## src/hdl/ipv4rl_pkg.sv

```systemverilog
// ----------------------------------------------------------------------------
// ipv4rl_pkg
// Shared types and constants for the IPv4 header parser and route lookup.
// ----------------------------------------------------------------------------
package ipv4rl_pkg;

    localparam int ROUTES_DEFAULT = 64;

    localparam int BYTE_W    = 8;
    localparam int ADDR_W    = 32;
    localparam int LEN_W     = 16;
    localparam int RIDX_W    = 6;
    localparam int RCOUNT_W  = 7;

    localparam logic [LEN_W-1:0] HDR_BYTES = 16'd20;

    // header byte offsets
    localparam logic [LEN_W-1:0] POS_LEN_HI  = 16'd2;
    localparam logic [LEN_W-1:0] POS_LEN_LO  = 16'd3;
    localparam logic [LEN_W-1:0] POS_TTL     = 16'd8;
    localparam logic [LEN_W-1:0] POS_SRC_LO  = 16'd12;
    localparam logic [LEN_W-1:0] POS_SRC_HI  = 16'd15;
    localparam logic [LEN_W-1:0] POS_DST_LO  = 16'd16;
    localparam logic [LEN_W-1:0] POS_LAST    = 16'd19;

    // operation codes
    localparam logic OP_PACKET_BYTE = 1'b0;
    localparam logic OP_ROUTE_WRITE = 1'b1;

    // configuration register map
    localparam int               APB_ADDR_W      = 2;
    localparam logic [APB_ADDR_W-1:0] REG_ROUTE_COUNT = 2'd0;

    // job queue between parser and lookup engine
    localparam int Q_DEPTH = 4;
    localparam int Q_AW    = 2;

    typedef struct packed {
        logic                  is_route;
        logic [RIDX_W-1:0]     index;
        logic [ADDR_W-1:0]     word_a;   // prefix or source address
        logic [ADDR_W-1:0]     word_b;   // mask or destination address
        logic [ADDR_W-1:0]     word_c;   // next hop
        logic [BYTE_W-1:0]     ttl;
        logic [LEN_W-1:0]      length;
    } job_t;

    typedef struct packed {
        logic [ADDR_W-1:0] prefix;
        logic [ADDR_W-1:0] mask;
        logic [ADDR_W-1:0] hop;
    } route_t;

    typedef enum logic [1:0] {
        LK_IDLE,
        LK_SCAN,
        LK_DRAIN,
        LK_DONE
    } lookup_state_t;

endpackage

```

## src/hdl/ipv4rl_parser.sv

```systemverilog
// ----------------------------------------------------------------------------
// ipv4rl_parser
// Front end: accepts route writes and packet bytes, walks the fixed 20-byte
// header, and queues route writes and lookup jobs for the back end.
// ----------------------------------------------------------------------------
module ipv4rl_parser #(
    parameter int ROUTES = ipv4rl_pkg::ROUTES_DEFAULT
) (
    input  logic                        aclk,
    input  logic                        aresetn,
    input  logic                        s_valid,
    output logic                        s_ready,
    input  logic                        s_operation,
    input  logic [ipv4rl_pkg::BYTE_W-1:0] s_data_byte,
    input  logic [ipv4rl_pkg::RIDX_W-1:0] s_route_index,
    input  logic [ipv4rl_pkg::ADDR_W-1:0] s_route_prefix,
    input  logic [ipv4rl_pkg::ADDR_W-1:0] s_route_mask,
    input  logic [ipv4rl_pkg::ADDR_W-1:0] s_route_next_hop,
    output logic                        job_valid,
    input  logic                        job_ready,
    output ipv4rl_pkg::job_t            job
);
    import ipv4rl_pkg::*;

    localparam int CW = ($clog2(ROUTES + 1) > RCOUNT_W) ? $clog2(ROUTES + 1) : RCOUNT_W;

    logic [LEN_W-1:0]  pos_reg, pos_next;
    logic [LEN_W-1:0]  len_reg, len_next;
    logic [BYTE_W-1:0] ttl_reg, ttl_next;
    logic [ADDR_W-1:0] src_reg, src_next;
    logic [ADDR_W-1:0] dst_reg, dst_next;
    logic [LEN_W:0]    pos_inc;
    logic              accept;
    logic              index_ok;

    assign s_ready  = job_ready;
    assign accept   = s_valid & s_ready;
    assign pos_inc  = {1'b0, pos_reg} + {{LEN_W{1'b0}}, 1'b1};
    assign index_ok = CW'(s_route_index) < CW'(ROUTES);

    always_comb begin
        pos_next  = pos_reg;
        len_next  = len_reg;
        ttl_next  = ttl_reg;
        src_next  = src_reg;
        dst_next  = dst_reg;
        job_valid = 1'b0;
        job       = '0;
        if (accept) begin
            if (s_operation == OP_ROUTE_WRITE) begin
                // writes past the table are dropped here
                job_valid    = index_ok;
                job.is_route = 1'b1;
                job.index    = s_route_index;
                job.word_a   = s_route_prefix;
                job.word_b   = s_route_mask;
                job.word_c   = s_route_next_hop;
            end else if (pos_reg >= HDR_BYTES) begin
                // payload skip
                pos_next = (pos_inc >= {1'b0, len_reg}) ? '0 : pos_inc[LEN_W-1:0];
            end else begin
                if (pos_reg == POS_LEN_HI) begin
                    len_next = {s_data_byte, 8'h00};
                end else if (pos_reg == POS_LEN_LO) begin
                    len_next = {len_reg[15:8], s_data_byte};
                end else if (pos_reg == POS_TTL) begin
                    ttl_next = s_data_byte;
                end else if (pos_reg >= POS_SRC_LO && pos_reg <= POS_SRC_HI) begin
                    src_next = {src_reg[23:0], s_data_byte};
                end else if (pos_reg >= POS_DST_LO) begin
                    dst_next = {dst_reg[23:0], s_data_byte};
                end

                if (pos_reg == POS_LAST) begin
                    job_valid    = 1'b1;
                    job.is_route = 1'b0;
                    job.word_a   = src_reg;
                    job.word_b   = {dst_reg[23:0], s_data_byte};
                    job.ttl      = ttl_reg;
                    job.length   = len_reg;
                    pos_next     = (len_reg > HDR_BYTES) ? HDR_BYTES : '0;
                end else begin
                    pos_next = pos_inc[LEN_W-1:0];
                end
            end
        end
    end

    always_ff @(posedge aclk) begin
        if (!aresetn) begin
            pos_reg <= '0;
            len_reg <= '0;
            ttl_reg <= '0;
            src_reg <= '0;
            dst_reg <= '0;
        end else begin
            pos_reg <= pos_next;
            len_reg <= len_next;
            ttl_reg <= ttl_next;
            src_reg <= src_next;
            dst_reg <= dst_next;
        end
    end

endmodule

```

## config.mk

```make
export PLATFORM = sky130hd
export DESIGN_NAME = ipv4rl_parser
export DESIGN_NICKNAME = d
export VERILOG_FILES = /design/src/hdl/ipv4rl_pkg.sv /design/src/hdl/ipv4rl_parser.sv
export SDC_FILE = /design/constraint.sdc
export NUM_CORES = 1
export LEC_CHECK = 0
export BUFFER_PORTS_ARGS = -buffer_cell sky130_fd_sc_hd__buf_4
export CAP_MARGIN = 5
export CORE_MARGIN = 4
export CORE_UTILIZATION = 45
export DETAILED_ROUTE_END_ITERATION = 12
export HOLD_SLACK_MARGIN = 0.1
export PLACE_DENSITY = 0.83
export SLEW_MARGIN = 20
export SYNTH_ARGS = -nofsm -noshare
export SYNTH_HDL_FRONTEND = slang
export SYNTH_SLANG_ARGS = --single-unit
```

## constraint.sdc

```tcl
create_clock -name aclk -period 4.3 [get_ports aclk]
set_input_delay 0.43 -clock aclk [delete_from_list [all_inputs] [get_ports aclk]]
set_output_delay 0.43 -clock aclk [all_outputs]
set_load 0.1 [all_outputs]
```

==> impl_results.md <==
- PostCTS Resize Cnt: 0
- Max H-tree Level: 3
- Ys Warns: 0
- Die ar.: 0.01426 mm^2
- Largest net degree at the start of global routing: 85
- Mux cell area share after synthesis: 2.867%
- Worst Hold Class: primary input to register
- Nets: 1034
- Crit path required time: 4.56 ns
- Crit Reg-Reg Startpoint: pos_reg[0]$_SDFFE_PN0P_
- Synth Area in Adders: 4.256%
- Tcrit/Tclk final: 86.46%
- Critical Path Sink: pos_reg[8]$_SDFFE_PN0P_
- Antenna viol nets, final: 0
- Async S/R FF share, synth: 0%
- Vias: ~5700
- WL final: 17930 um
- Register area share after synthesis: 34.41%
- Main combinational cell family by area after synthesis: simple AND/OR/NAND/NOR gates
- Clock Skew: 0.007153 ns
- Status: complete, no violations
- MaxCap Viol Count: 0
- Worst slew pin tran: 0.9828 ns
- CTS max path bufs: 2
- Crit. End Element: register
- Critical Path Start: pos_reg[0]$_SDFFE_PN0P_
- Top-count cell post-synth: nand2_1
- Final Hold Viols: 0
- Pleak: 3.274 nW
- Power Density: 265.5 mW/mm^2
- Vias per cell: roughly 5.3
- RSZ-0062 raised after global routing: no
- Worst-path maximum fanout: 15
- Share of cells above drive strength 1: 30.28%
- # fillers: ~1100
- Drt drc: 0
- First-pass GRT wire length: ~28000 um
- GRT overflow: 0
- Antenna violations before repair: 0
- Largest area contributor in the netlist: dfxtp_1
- Hold Path Origin: s_data_byte[3]
- Post-CTS Setup Repair Bufs: 0
- Relative slew slack: 34.29%
- Max reg flops: 32
- Die Width: ~120 um
- Placed Cells: 1057
- Distinct cells, synth: 42
- FF-to-FF End: pos_reg[8]$_SDFFE_PN0P_
- Gpl congestion: 0.8642
- WL/cell: 16.71 um
- Fmax: 269.0 MHz
- Post-layout minimum cycle time: roughly 3.7 ns
- Final slew viol count: 0
- Root Driver: clkbuf_16
- Clock latency on the worst-skew pair: 0.34 ns
- Synth Register Bits: 96
- CTS sink cnt: 96
- Syn Area/Cell: 8.025 um^2
- Maximum VDD drop: 0.2373 mV
- Setup TNS: 0 ns
- Cells taking the most area after synthesis: dfxtp_1 (34%), nand2_1 (11%), a22o_1 (10%)
- Area Growth Syn to Fin: 38.22%
- Post-Syn Area: ~0.0056 mm^2
- Initial detailed-routing violation count: 318
- Hold_buf cts: 0
- Compound-Gate Fraction of Synth Area: roughly 23%
- CTS Buf Count: 9
- Worst R2R Path Depth: 12
- Final cell count without fillers: 1073
- Setup crit start kind: register
- Ports: between 200 and 250
- Hpwl dp: about 13000 um
- Number of enable flip-flop cells after synthesis: 0
- Number of diodes: 0
- Setup CP Type: register to register
- Post-Synthesis Cells: 696
- Post-synthesis simple-gate area fraction: between 20% and 30%
- Drt pass-1 iters: 7
- Vias in the first global route: 5254
- Die Y-Extent: 119.4 um
- Final setup fails: 0
- Post-synth top cells: nand2_1 (159), dfxtp_1 (96), a22o_1 (64)
- GRT Resource Usage Total: 23.98%
- Core region area: 0.01206 mm^2
- Clock transition at path regs: 0.07 ns
- # rows: 40
- Starting Density: 46.31%
- Top FF cell, synth: dfxtp_1
- Arr. time, crit path: 3.98 ns
- I/O Buffers: 243
- Synthesized Nets: 830
- CTS tree: built
- R2r setup slk: 0.58 ns
- Top cell type's share of synthesized area: 34.41%
- Xor/xnor cell area share of the yosys netlist: 2.195%
==> through the flow <==
stage / instance area (um^2) / total power [W] / hold WS [ns] / util, % / worst slack [ns]
detailed placement: 7446 / 0.001320 / 0.4583 / 61.73 / 0.7199
finish: 7720 / 0.002050 / 0.4033 / 64.00 / 0.5822
global placement: 7446 / 0.001318 / 0.4529 / 61.73 / 0.8769
CTS: 7720 / 0.002060 / 0.3963 / 64.00 / 0.6735
floorplan: 5585 / 0.001175 / 0.4402 / - / 0.4504
global route: 7720 / 0.002114 / 0.3959 / 64.00 / 0.2521
==> critical path, cell delays in order (launching register included) <==
cell,delay (ns)
dfxtp_1,0.46
ha_1,0.29
nand3_1,0.17
nand2b_1,0.30
nor3_1,0.26
xor2_1,0.22
ha_1,0.29
nand3_1,0.12
nor4_1,0.07
a2111oi_0,0.45
o211a_1,0.55
o21ai_0,0.24
o211ai_1,0.21
==> cell type report <==
cell class / count / area [um^2] / area share, %
clock buffer: 11 / 232.7 / 3.015
clock inverter: 5 / 41.29 / 0.5348
inverter: 22 / 82.58 / 1.070
multi-input combinational: 521 / 3342 / 43.29
sequential: 96 / 1922 / 24.89
tap: 168 / 210.2 / 2.723
timing repair buffer: 250 / 1889 / 24.47
==> routing by layer <==
layer | GRT usage (%) | up-vias | routed length [um]
met2 | 40.83 | 217 | 8748
met5 | 0 | - | 0
li1 | - | 2813 | -
met1 | 30.96 | 2614 | 7642
met4 | 6.156 | 0 | 235
met3 | 4.938 | 18 | 1307
==> cell usage in the layout (no fill, tap or decap), types with 3 or more instances in the layout <==
cell type and instances:
nand2_1 159, inv_1 22, nand4_1 8, nor2b_1 17, nor2_1 8, nor3_1 20, a21boi_1 7, o21ai_0 8
nor4_4 3, a22o_1 64, nor4_1 4, xnor2_1 7, and2_1 49, clkbuf_16 9, a21oi_1 8, o211ai_1 15
mux2i_1 16, xor2_1 7, a21boi_0 59, ha_1 19, buf_4 249, and3_1 3, nand3_1 19, dfxtp_1 96
==> cell families (layout without fill, tap and decap cells) <==
logic type                 count (synthesis)  in the layout
xor gates and xnor gates                  14             14
adders and majority gates                 19             19
buffers and inverters                     79            288
muxes                                     16             16
DFF                                       96             96
AOI/OAI and AO/OA                        166            166
and+or+nand+nor                          306            306
==> how the worst min path moves through the flow <==
stage	to	slack (ns)	cells past startpoint
6_report	src_reg[3]$_SDFFE_PN0P_	0.40	3
3_5_place_dp	src_reg[24]$_SDFFE_PN0P_	0.46	2
5_1_grt	src_reg[3]$_SDFFE_PN0P_	0.40	3
3_3_place_gp	len_reg[3]$_SDFFE_PN0P_	0.45	2
4_1_cts	src_reg[3]$_SDFFE_PN0P_	0.40	3
2_1_floorplan	len_reg[1]$_SDFFE_PN0P_	0.44	2
==> report_power, final <==
group          internal [W]  switching [W]
clock              0.000398       0.000352
combinational      0.000133       0.000276
sequential         0.000890     0.00000177
(Power assumes the default switching activity.)
