==> config.mk <==
export PLATFORM = sky130hd
export DESIGN_NAME = ipv4rl_queue
export DESIGN_NICKNAME = d
export VERILOG_FILES = /design/src/hdl/ipv4rl_pkg.sv /design/src/hdl/ipv4rl_queue.sv
export SDC_FILE = /design/constraint.sdc
export NUM_CORES = 1
export LEC_CHECK = 0
export BUFFER_PORTS_ARGS = -buffer_cell sky130_fd_sc_hd__buf_2
export CAP_MARGIN = 15
export CELL_PAD_IN_SITES_DETAIL_PLACEMENT = 2
export CELL_PAD_IN_SITES_GLOBAL_PLACEMENT = 2
export CORE_ASPECT_RATIO = 0.7
export CORE_MARGIN = 1.5
export CORE_UTILIZATION = 49
export CTS_BUF_LIST = sky130_fd_sc_hd__clkbuf_16
export DETAILED_ROUTE_END_ITERATION = 12
export PLACE_DENSITY_LB_ADDON = 0.3
export SYNTH_ARGS = -nofsm -noshare
export SYNTH_HDL_FRONTEND = slang
export SYNTH_SLANG_ARGS = --single-unit
==> constraint.sdc <==
create_clock -name aclk -period 6.55 [get_ports aclk]
set_input_delay 0.9825 -clock aclk [delete_from_list [all_inputs] [get_ports aclk]]
set_output_delay 0.9825 -clock aclk [all_outputs]
set_load 0.005 [all_outputs]
==> src/hdl/ipv4rl_pkg.sv <==
// ----------------------------------------------------------------------------
// ipv4rl_pkg
// Shared types and constants for the IPv4 header parser and route lookup.
// ----------------------------------------------------------------------------
package ipv4rl_pkg;

    localparam int ROUTES_DEFAULT = 64;

    localparam int BYTE_W    = 8;
    localparam int ADDR_W    = 32;
    localparam int LEN_W     = 16;
    localparam int RIDX_W    = 6;
    localparam int RCOUNT_W  = 7;

    localparam logic [LEN_W-1:0] HDR_BYTES = 16'd20;

    // header byte offsets
    localparam logic [LEN_W-1:0] POS_LEN_HI  = 16'd2;
    localparam logic [LEN_W-1:0] POS_LEN_LO  = 16'd3;
    localparam logic [LEN_W-1:0] POS_TTL     = 16'd8;
    localparam logic [LEN_W-1:0] POS_SRC_LO  = 16'd12;
    localparam logic [LEN_W-1:0] POS_SRC_HI  = 16'd15;
    localparam logic [LEN_W-1:0] POS_DST_LO  = 16'd16;
    localparam logic [LEN_W-1:0] POS_LAST    = 16'd19;

    // operation codes
    localparam logic OP_PACKET_BYTE = 1'b0;
    localparam logic OP_ROUTE_WRITE = 1'b1;

    // configuration register map
    localparam int               APB_ADDR_W      = 2;
    localparam logic [APB_ADDR_W-1:0] REG_ROUTE_COUNT = 2'd0;

    // job queue between parser and lookup engine
    localparam int Q_DEPTH = 4;
    localparam int Q_AW    = 2;

    typedef struct packed {
        logic                  is_route;
        logic [RIDX_W-1:0]     index;
        logic [ADDR_W-1:0]     word_a;   // prefix or source address
        logic [ADDR_W-1:0]     word_b;   // mask or destination address
        logic [ADDR_W-1:0]     word_c;   // next hop
        logic [BYTE_W-1:0]     ttl;
        logic [LEN_W-1:0]      length;
    } job_t;

    typedef struct packed {
        logic [ADDR_W-1:0] prefix;
        logic [ADDR_W-1:0] mask;
        logic [ADDR_W-1:0] hop;
    } route_t;

    typedef enum logic [1:0] {
        LK_IDLE,
        LK_SCAN,
        LK_DRAIN,
        LK_DONE
    } lookup_state_t;

endpackage

==> src/hdl/ipv4rl_queue.sv <==
// ----------------------------------------------------------------------------
// ipv4rl_queue
// Short job queue that decouples the header parser from the lookup engine.
// ----------------------------------------------------------------------------
module ipv4rl_queue (
    input  logic             aclk,
    input  logic             aresetn,
    input  logic             in_valid,
    output logic             in_ready,
    input  ipv4rl_pkg::job_t in_job,
    output logic             out_valid,
    input  logic             out_ready,
    output ipv4rl_pkg::job_t out_job
);
    import ipv4rl_pkg::*;

    job_t            slot_reg [Q_DEPTH];
    logic [Q_AW-1:0] wr_ptr_reg, wr_ptr_next;
    logic [Q_AW-1:0] rd_ptr_reg, rd_ptr_next;
    logic [Q_AW:0]   cnt_reg, cnt_next;
    logic            push, pop;

    assign in_ready  = cnt_reg != (Q_AW + 1)'(Q_DEPTH);
    assign out_valid = cnt_reg != '0;
    assign out_job   = slot_reg[rd_ptr_reg];
    assign push      = in_valid & in_ready;
    assign pop       = out_valid & out_ready;

    always_comb begin
        wr_ptr_next = push ? wr_ptr_reg + Q_AW'(1) : wr_ptr_reg;
        rd_ptr_next = pop ? rd_ptr_reg + Q_AW'(1) : rd_ptr_reg;
        cnt_next    = cnt_reg;
        if (push && !pop) begin
            cnt_next = cnt_reg + (Q_AW + 1)'(1);
        end else if (pop && !push) begin
            cnt_next = cnt_reg - (Q_AW + 1)'(1);
        end
    end

    always_ff @(posedge aclk) begin
        if (push) begin
            slot_reg[wr_ptr_reg] <= in_job;
        end
    end

    always_ff @(posedge aclk) begin
        if (!aresetn) begin
            wr_ptr_reg <= '0;
            rd_ptr_reg <= '0;
            cnt_reg    <= '0;
        end else begin
            wr_ptr_reg <= wr_ptr_next;
            rd_ptr_reg <= rd_ptr_next;
            cnt_reg    <= cnt_next;
        end
    end

endmodule

==> results of run 1 <==
## cell usage after synthesis
cell      count  area share, %
ha_1          5           0.33
nor2b_1       1          0.033
o311ai_0      1          0.047
o31ai_1       1          0.040
buf_2        14           0.37
mux2i_1       3           0.16
buf_6         5           0.30
clkbuf_1      8           0.16
a21boi_0      1          0.040
or3_1         2          0.067
edfxtp_1    508             81
and2_1        8           0.27
o21ai_0       1          0.027
buf_4         2          0.080
xor2_1        1          0.047
xnor2_1       3           0.14
inv_1         3          0.060
nor2_1        1          0.020
fa_1          1           0.11
nand2_1       5           0.10
a21boi_2      1          0.060
dfxtp_1       9           0.96
mux4_2      127             15
## kinds of logic after synthesis
group,Yosys count
adder cells (fa/ha/maj),6
AND/OR/NAND/NOR,17
AO/OA/AOI/OAI,5
flip-flops,517
buffers and inverters,32
XOR/XNOR,4
multiplexers,130
## stage by stage
| stage | setup slack, ns | area (sq um) | std cells | hold slack [ns] |
|---|---|---|---|---|
| after global placement | 3.11 | 20600 | 1439 | 0.489 |
| after floorplan | 1.83 | 18800 | 711 | 0.468 |
==> qor.txt, run 1 <==
Run status: aborted with a tool error
Num rows: 59
Mux cell area share after synthesis: 15.4%
Post-Synth XOR/XNOR Area: 0.187%
Mapped cell area: 18,800 sq um
Largest family of logic cells by synthesized area: multiplexers
Synthesized instance count: 711
Post-synth cell types: 23
Register bit total from synthesis: 517
Count of boundary I/O pins: 260
Fraction of the mapped netlist area in simple logic gates: 0.487%
Syn nets: 848
Die X-Extent: 237 um
GP Congestion: 0.698
Warnings, synthesis: 0
Error msg: [ERROR DPL-0033] detailed placement checks failed during check placement.
Initial Util: 50.1%
Failing step: 3_5_place_dp
Sequential-to-total area share from yosys stat: 82.3%
Die Span Y: 167 um
Port buffer count: 259
Post-DP HPWL: 31,300 um
Syn avg cell area: 26.4 sq um
Synth Area in Adders: 0.440%
Complex-gate fraction of the synthesized area: 0.213%
==> run 2, diff against run 1 <==
==> config.mk (replaced) <==
export PLATFORM = sky130hd
export DESIGN_NAME = ipv4rl_queue
export DESIGN_NICKNAME = d
export VERILOG_FILES = /design/src/hdl/ipv4rl_pkg.sv /design/src/hdl/ipv4rl_queue.sv
export SDC_FILE = /design/constraint.sdc
export NUM_CORES = 1
export LEC_CHECK = 0
export BUFFER_PORTS_ARGS = -buffer_cell sky130_fd_sc_hd__buf_2
export CAP_MARGIN = 15
export CORE_MARGIN = 1.5
export CORE_UTILIZATION = 40
export DETAILED_ROUTE_END_ITERATION = 12
export PLACE_DENSITY_LB_ADDON = 0.15
export SYNTH_ARGS = -nofsm -noshare
export SYNTH_HDL_FRONTEND = slang
export SYNTH_SLANG_ARGS = --single-unit
==> run 2 against run 1 <==
The run now ends clean; synthesized cell count is the same; synthesized area is the same.
==> qor.txt, run 2 <==
Run status: completed
Port buffer count: 259
Clock Tree Root: clkbuf_16
Worst setup SP type: flip-flop
Post-CTS Setup Bufs: 0
Worst path slowest cell: buf_4
Clock sinks: 517
# fillers: 3,851
Count of boundary I/O pins: 260
H-tree Lvls: 2
Minimum clock period: 3.64 ns
Switching Power: 2.21 mW
Commonest non-fill, non-tap cells in the layout: 508 x edfxtp_1, 259 x buf_2, 127 x mux4_2
Num rows: 79
Commonest non-fill, non-tap cell in the layout: edfxtp_1
Flop pwr share: 48.1%
Sequential-to-total area share from yosys stat: 82.3%
CP max FO: 39
Dominant cell type by area after synthesis: edfxtp_1
Total Routing Usage GR: 15.8%
Syn avg cell area: 26.4 sq um
Crit share post-route: 55.6%
Reg area: 15,400 sq um
RSZ-0062 raised after global routing: no
Clock Latency Late Sink: 0.58 ns
Die X-Extent: 220 um
Commonest cells post-synth: 508 x edfxtp_1, 127 x mux4_2, 14 x buf_2, 9 x dfxtp_1
Nets: 1,142
Max Cap Viol: 0
Vias: 8,337
Final slew viol count: 0
Leakage: 7.34 nW
Main synth FF type: edfxtp_1
CP Capture Type: output pin
Max reg flops: 508
DRT Pass-1 Iters: 4
Pwr Density: 387 nW/um^2
Setup TNS: 0 ns
Synthesized instance count: 711
Syn nets: 848
Post-synth cell types: 23
Num CTS Buffers: 53
Setup Viol. Count Final: 0
P_int: 6.41 mW
Mapped cell area: 18,800 sq um
Largest net degree at the start of global routing: 83
Number of enable flip-flop cells after synthesis: 508
Relative slew margins: 34.7%
GP Congestion: 0.694
Peak supply drop: 238 uV
Worst hold path type: flip-flop to flip-flop
Crit path cell chain: buf_4, mux4_2, buf_2
Iter 0 DRT Violations: 631
Clock Pin Slew Worst Setup and Hold Paths: 0.06 ns
Die area: 48,200 sq um
Maximum operating frequency: 274 MHz
DRC violations left: 0
Initial Util: 40.4%
Clock tree buffer depth: 3
Warnings, synthesis: 0
Switching share of total power: 25.6%
Cts hold-fix bufs: 0
Post-DP HPWL: 21,800 um
Total Power: 8.62 mW
Core Region: 46,500 sq um
Crit path DAT: 2.66 ns
Critical path type: flip-flop to output pin
DR WL/cell: 23.0 um
First-pass GRT wire length: 55,600 um
Final Hold Viols: 0
Area contributors post-synth: edfxtp_1 81%, mux4_2 15%, dfxtp_1 0.96%
CTS tree: yes
Multi-input gate area: 3150 sq um
Worst-margin pin slew: 0.979 ns
Clock Power Share: 30.8%
Count leader, synth: edfxtp_1
Vias per cell: 5.04
Async SR Flop Fraction: 0%
Share of the synthesized area in the top cell type: 81.3%
Die Span Y: 220 um
Vias in the first global route: 8,616
WL final: 38,000 um
Area added between synthesis and finish: 18.8%
Combinational share of power: 21.1%
Antenna violations before repair: 9
CP max stage delay: 0.73 ns
Gr ovfl total: 0
# resized after CTS: 0
Register bit total from synthesis: 517
Share of cells above drive strength 1: 44.6%
Clock Skews: 0.0208 ns
DRT antenna net count: 0
WP data required: 5.57 ns
run 2: power by group through the flow:
stage / Sequential [mW] / Clock (mW) / Combinational, mW
3_3_place_gp: 4.21 / 0 / 1.88
6_report: 4.14 / 2.65 / 1.82
3_5_place_dp: 4.22 / 0 / 1.89
4_1_cts: 4.15 / 2.73 / 1.89
2_1_floorplan: 4.18 / 0 / 1.16
5_1_grt: 4.18 / 2.84 / 1.99
run 2: final cells by class:
type / count / area share, %
clock buffers: 66 / 6.17
inverters: 3 / 0.0505
multi-input cells: 162 / 14.1
clock inverters: 27 / 0.545
well taps: 607 / 3.41
diodes: 3 / 0.0337
repair buffers: 268 / 6.35
flip-flops and latches: 517 / 69.3
run 2: stage by stage:
| stage | setup WS [ns] | std cells | utilization (%) | hold WS, ns | cell area [sq um] |
|---|---|---|---|---|---|
| after floorplan | 1.83 | 711 | - | 0.468 | 18800 |
| after global placement | 3.16 | 1557 | 44.7 | 0.500 | 20800 |
| after detailed placement | 3.15 | 1557 | 44.7 | 0.495 | 20800 |
| after CTS | 2.77 | 1650 | 47.9 | 0.502 | 22300 |
| after global routing | 2.68 | 1650 | 47.9 | 0.539 | 22300 |
| final | 2.91 | 1653 | 48.0 | 0.500 | 22300 |
run 2: worst max-delay path: cells and delay by family, from the launching register on:
| kind | cells | cell delay, ns |
|---|---|---|
| buffers and inverters | 2 | 0.88 |
| muxes | 1 | 0.62 |
| DFF | 1 | 0.54 |
run 2: path summary, 6_finish.rpt:
path         slack [ns]               to           from  cells past startpoint
max                2.91      out_job[63]      flip-flop                      3
min                0.50    wr_ptr_reg[1]  wr_ptr_reg[1]                      2
max reg2reg        3.67  slot_reg[1][50]     cnt_reg[0]                      4
min reg2reg        0.50    wr_ptr_reg[1]  wr_ptr_reg[1]                      2
run 2: cells by family (layout without fill, tap and decap cells):
group | after synthesis | after routing | share of synthesized area (%)
XOR/XNOR | 4 | 4 | 0.187
other | 0 | 3 | 0
buffers and inverters | 32 | 364 | 0.974
adder cells (fa/ha/maj) | 6 | 6 | 0.440
flip-flops | 517 | 517 | 82.3
AO/OA/AOI/OAI | 5 | 5 | 0.213
AND/OR/NAND/NOR | 17 | 17 | 0.487
multiplexers | 130 | 130 | 15.4
run 2: layer usage:
metal / up-vias / global-route usage (%) / share of wire, % / wire length [um]
li1: 3664 / - / - / -
met1: 4356 / 22.5 / 44 / 16700
met2: 228 / 23.3 / 46 / 17500
met3: 75 / 4.60 / 7.4 / 2800
met4: 14 / 5.34 / 2.2 / 842
met5: - / 0 / 0.24 / 90
No activity file was read; power rests on OpenSTA's default activity.
